$ cat src/rtl/dmt_queue.sv
// Small first-in first-out queue built from registers.
`default_nettype none
module dmt_queue #(
  parameter int WIDTH = 8,
  parameter int DEPTH = 4
) (
  input  logic             clk,
  input  logic             rst_n,
  input  logic             push,
  input  logic [WIDTH-1:0] wdata,
  output logic             full,
  input  logic             pop,
  output logic             empty,
  output logic [WIDTH-1:0] rdata
);

  localparam int AW = (DEPTH > 1) ? $clog2(DEPTH) : 1;

  logic [WIDTH-1:0] mem_r [DEPTH];
  logic [AW-1:0]    wr_ptr_r;
  logic [AW-1:0]    rd_ptr_r;
  logic [AW:0]      count_r;
  logic             do_push;
  logic             do_pop;

  assign full    = (count_r == (AW+1)'(DEPTH));
  assign empty   = (count_r == '0);
  assign do_push = push & ~full;
  assign do_pop  = pop & ~empty;
  assign rdata   = mem_r[rd_ptr_r];

  always_ff @(posedge clk) begin
    if (do_push) begin
      mem_r[wr_ptr_r] <= wdata;
    end
  end

  always_ff @(posedge clk) begin
    if (!rst_n) begin
      wr_ptr_r <= '0;
      rd_ptr_r <= '0;
      count_r  <= '0;
    end else begin
      if (do_push) begin
        wr_ptr_r <= (wr_ptr_r == AW'(DEPTH - 1)) ? '0 : wr_ptr_r + 1'b1;
      end
      if (do_pop) begin
        rd_ptr_r <= (rd_ptr_r == AW'(DEPTH - 1)) ? '0 : rd_ptr_r + 1'b1;
      end
      count_r <= count_r + (AW+1)'(do_push) - (AW+1)'(do_pop);
    end
  end

endmodule
`default_nettype wire

$ cat config.mk
export PLATFORM = sky130hd
export DESIGN_NAME = dmt_queue
export DESIGN_NICKNAME = d
export VERILOG_FILES = /design/src/rtl/dmt_queue.sv
export SDC_FILE = /design/constraint.sdc
export NUM_CORES = 1
export LEC_CHECK = 0
export BUFFER_PORTS_ARGS = -buffer_cell sky130_fd_sc_hd__buf_4
export CAP_MARGIN = 5
export CORE_UTILIZATION = 55
export DETAILED_ROUTE_END_ITERATION = 6
export PLACE_DENSITY = 0.77
export SLEW_MARGIN = 20
export SYNTH_ARGS = -nofsm -noshare
export SYNTH_HDL_FRONTEND = slang
export SYNTH_SLANG_ARGS = --single-unit
$ cat constraint.sdc
create_clock -name clk -period 2.55 [get_ports clk]
set_input_delay 0.3825 -clock clk [delete_from_list [all_inputs] [get_ports clk]]
set_output_delay 0.3825 -clock clk [all_outputs]
set_load 0.05 [all_outputs]
-- Word-level counts from Yosys, hierarchy flattened
Memory sizes are Yosys's and may differ from the RTL's. A register that Yosys moved wholly into a read port is not among the register bits.
Cells that the tools add are included.
- reductions and logical operators: 1
- add/sub/neg operators: 4
- bitwise operators: 4
- muxes and demuxes: 6
- equal/unequal tests: 3
- operators with widths (operator ; count):
    $mux 2 ; 4
    $add 2x1->2 const B ; 2
    $eq 2x2->1 const B ; 2
    $add 3x1->3 ; 1
    $eq 3x3->1 const B ; 1
    $logic_not 3->1 ; 1
    $sub 3x1->3 ; 1
    $and 1x1->1 ; 2
    $mux 1 ; 2
    $not 1->1 ; 2
- output and inout bits: 10
- logic and storage cells: 22
- bits of input ports: 12
- bits in registers: 7
- memory bits (writable): 32
- memories: 1
- memories (memory ; words ; bits a word ; read ports ; clocked after memory_dff ; wr ports ; RTL line ; text):
    mem_r ; 4 ; 8 ; 1 ; 1 ; 1 ; 19 ; logic [WIDTH-1:0] mem_r [DEPTH];

-- Logic depth before layout (Yosys ltp)
- depth in word-level cells: 5
- depth in mapped cells: 11
- gate-level depth less buffers: 10

-- Worst setup path before layout
OpenSTA, ideal clock, no wires.
- path kind: reg-to-reg
- from: register count_r[2]
- to: register count_r[2]
- arrival: 2.286 ns
- setup slack: 0.149 ns
- data required time: 2.435 ns
- setup time: 0.115 ns
- period minus slack after synthesis: 2.401 ns
- stages on the path, launching flop included: 12
- buffers on the path: 1
- cell sequence: dfxtp_1 -> nor3b_4 -> nor2b_2 -> buf_6 -> inv_1 -> ha_1 -> inv_1 -> ha_1 -> fa_1 -> xnor2_1 -> xnor2_1 -> and2_1
- word-level cells in the longest chain between the ends: 5
- elaborated cells on any way between the ends: 8
- those cells by class: add/sub (2); eq/ne (1); bitwise (4); reduce/logical (1)
- RTL lines (what ; RTL line ; text):
    from (decl) ; 22 ; logic [AW:0] count_r;
    from (signal assigned) ; 50 ; count_r <= count_r + (AW+1)'(do_push) - (AW+1)'(do_pop);
    $eq 3x3->1 ; 26 ; assign full = (count_r == (AW+1)'(DEPTH));
    via full ; 11 ; output logic full,
    $not 1->1 ; 28 ; assign do_push = push & ~full;
    $and 1x1->1 ; 28 ;
    $add 3x1->3 ; 50 ;
    $sub 3x1->3 ; 50 ;
The timed path passes the listed nets, and every way through them passes these cells.
A chain may end at the register's enable or synchronous reset.

-- Final worst setup path
- from: register count_r[2]
- to: register count_r[2]
- word-level cells in the longest chain between the ends: 5
- elaborated cells on any way between the ends: 8
- those cells by class: add/sub (2); eq/ne (1); bitwise (4); reduce/logical (1)
- RTL lines (what ; RTL line):
    $eq 3x3->1 ; 26
    $not 1->1 ; 28
    $and 1x1->1 ; 28
    $add 3x1->3 ; 50
    $sub 3x1->3 (*) ; 50
Mark *: on every way between the ends. The rest lies on a longest branch, timed or not.

==> reports/qor.yml <==
clockRootBuffer: "clkbuf_4"
cp_max_fo: 7
grt_usage_pct: 17.96
avgRoutedWirePerCell_microns: 16.18
rsz0062_at_grt: "no"
first_global_vias: 846
timing.setup.tns_ps: 0
syn_nets: 115
cts_buffer_depth: 2
finish.utilization_pct: 68.29
internal_power_w: 0.001299
crit_cells: 10
antenna_found_initial: 0
start_kind: "register"
ctsResizeCount: 0
grt-ovfl-total: 0
drive_gt1_share_pct: 35.83
reg2reg_depth: 10
finClkSkew_ps: 7.545
core_area_sq_um: 2805
drc: 6
p_leak_nw: 0.7093
fin_area_sq_um: 1916
hold_start: "wdata[5]"
holdPathStages: 1
synth.distinct_cells: 21
num_antenna_cells: 0
violations: "DRC"
nets: 139
insertion_delay_ps: 340
cp-startpoint: "count_r[2]"
end_kind: "register"
power_frac_seq_pct: 45.2
routed_wl_microns: 2443
via_per_inst: 5.391
yosys_register_bits: 41
numCtsBuffers: 5
critPathArrivalTime_ps: 2540
cp_top_family: "adder cells"
path_cells: "nor3b_4 > nor2b_2 > inv_1 > ha_1 > inv_1 > ha_1 > fa_1 > xnor2_1 > xnor2_1 > and2_1"
cts_tree: "built"
port_buffers: 21
num_rows: 19
criticalPathCategory: "register to register"
dieArea_sq_um: 3240
final_cell_mix: "edfxtp_1 (32), buf_4 (21), dfxtp_1 (9)"
finalHoldViolations: 0
top_usage_layer: "met2"
die_w_microns: 56.92
crit_buf_inv: 2
h-tree-depth: 2
area_growth_pct: 15.46
clkSinkCount: 41
layout_commonest_cell: "edfxtp_1"
r2r_slack_ps: 260
use_met2_pct: 28.74
finalWorstSetupSlack_ps: 256.7
start_util_pct: 59.14
drtIter0Drc: 22
antenna_left: 0
hold_end: "mem_r[0][5]"
power_density_nw_per_um2: 1045
fin_crit_ps: 2293
syn-mean-instance-area_sq_um: 17.46
p_comb_share_pct: 33.9
fp.dieH_microns: 56.92
met3_usage_pct: 5.530
ys_warn_count: 0
finalSetupViolCount: 0
routabilityCongestion: 0.6972
grt_max_degree: 15
post_cts.repair.setup_buffers: 0
vias: 814
synthesis.area_sq_um: 1659
hold_path_class: "primary input to register"
worst_r2r_endpoint: "count_r[2]"
outcome: "finished with violations"
grt_pass1_wl_microns: 4029
netlist_instances: 95
r2r-start: "count_r[2]"
power_switching_w: 0.0007030
finalMaxSlewViolations: 0
boundaryPins: 22
finalPower_w: 0.002002
fin_crit_sh_pct: 89.93
clk_pin_slew_worst_paths_ps: 120
use_met1_pct: 21.12
slew_headroom_pct: 65.03
dp_slack_ps: 229.3
worst_pin_slew_ps: 523.9
dpl.hpwl_microns: 1712
critPathRequiredTime_ps: 2800
max_cap_viol_count: 0
holdBufCountCts: 0
fill_cells: 208
place_area_sq_um: 1832
ys_seq_area_share_pct: 68.78
p_sw_share_pct: 35.11
peakVddDrop_mv: 0.7974
fmax_mhz: 436.1
pwr-share-clk_pct: 20.9
critPathSlowestCell: "fa_1"
slowest_delay_ps: 380
first_pass_iters: 6
-- cell usage after synthesis, drive strengths merged --
cell,count,area (sq um)
o31ai,1,12.51
nor3,1,5.000
mux4,8,180.2
nor2b,1,8.760
and2,7,47.54
clkbuf,2,7.510
nor3b,1,18.77
nand2,6,22.52
mux2i,2,20.02
ha,7,87.58
buf,2,16.26
edfxtp,32,960.9
xnor2,2,17.52
nand3,2,10.01
inv,7,26.28
nor2,2,7.510
o21ai,2,10.01
dfxtp,9,180.2
fa,1,20.02
-- logic make-up (layout without fill, tap and decap cells) --
family,after synthesis,after routing,synth area share [%]
AO/OA/AOI/OAI,3,3,1.357
XOR/XNOR,2,2,1.056
adder cells (fa/ha/maj),8,8,6.485
buffers and inverters,11,36,3.017
flip-flops,41,41,68.78
multiplexers,10,10,12.07
AND/OR/NAND/NOR,20,20,7.240
-- worst max path at each step --
stage                            end
final                     count_r[2]
after global routing      count_r[2]
after CTS                 count_r[2]
after detailed placement  count_r[2]
after global placement    count_r[2]
after floorplan           count_r[2]
-- sequential cells by signal, indices dropped and copies added, names as in the netlist, named ones only --
register  flops
wr_ptr_r      2
count_r       3
mem_r        32
rd_ptr_r      2
-- layout make-up --
cell class	count	area [sq um]	area share (%)
Inverter	7	26.28	1.372
Multi-Input combinational cell	43	467.9	24.43
Clock buffer	5	37.54	1.960
Tap cell	31	38.79	2.025
Sequential cell	41	1141	59.57
Clock inverter	3	46.29	2.417
Timing Repair Buffer	21	157.7	8.230
-- layer usage --
metal / share of wire, % / vias to the layer above / wire [microns]
li1: - / 397 / -
met1: 40 / 386 / 977
met2: 53 / 26 / 1285
met3: 5.2 / 5 / 126
met4: 2.2 / 0 / 53
met5: 0 / - / 0
-- power by group through the flow --
stage	sequential (W)	combinational (W)	clock, W
final	0.000905	0.000679	0.000418
after global routing	0.000921	0.000731	0.000461
after CTS	0.000910	0.000689	0.000433
after detailed placement	0.000925	0.000686	0
after global placement	0.000919	0.000676	0
after floorplan	0.000874	0.000560	0
-- through the flow --
| stage | hold WS, ps | cells |
|---|---|---|
| 3_3_place_gp | 485.5 | 143 |
| 5_1_grt | 201.3 | 151 |
| 3_5_place_dp | 495.2 | 143 |
| 4_1_cts | 213.5 | 151 |
| 6_report | 233.4 | 151 |
| 2_1_floorplan | 467.7 | 95 |
Power figures use the tool's default switching activity.
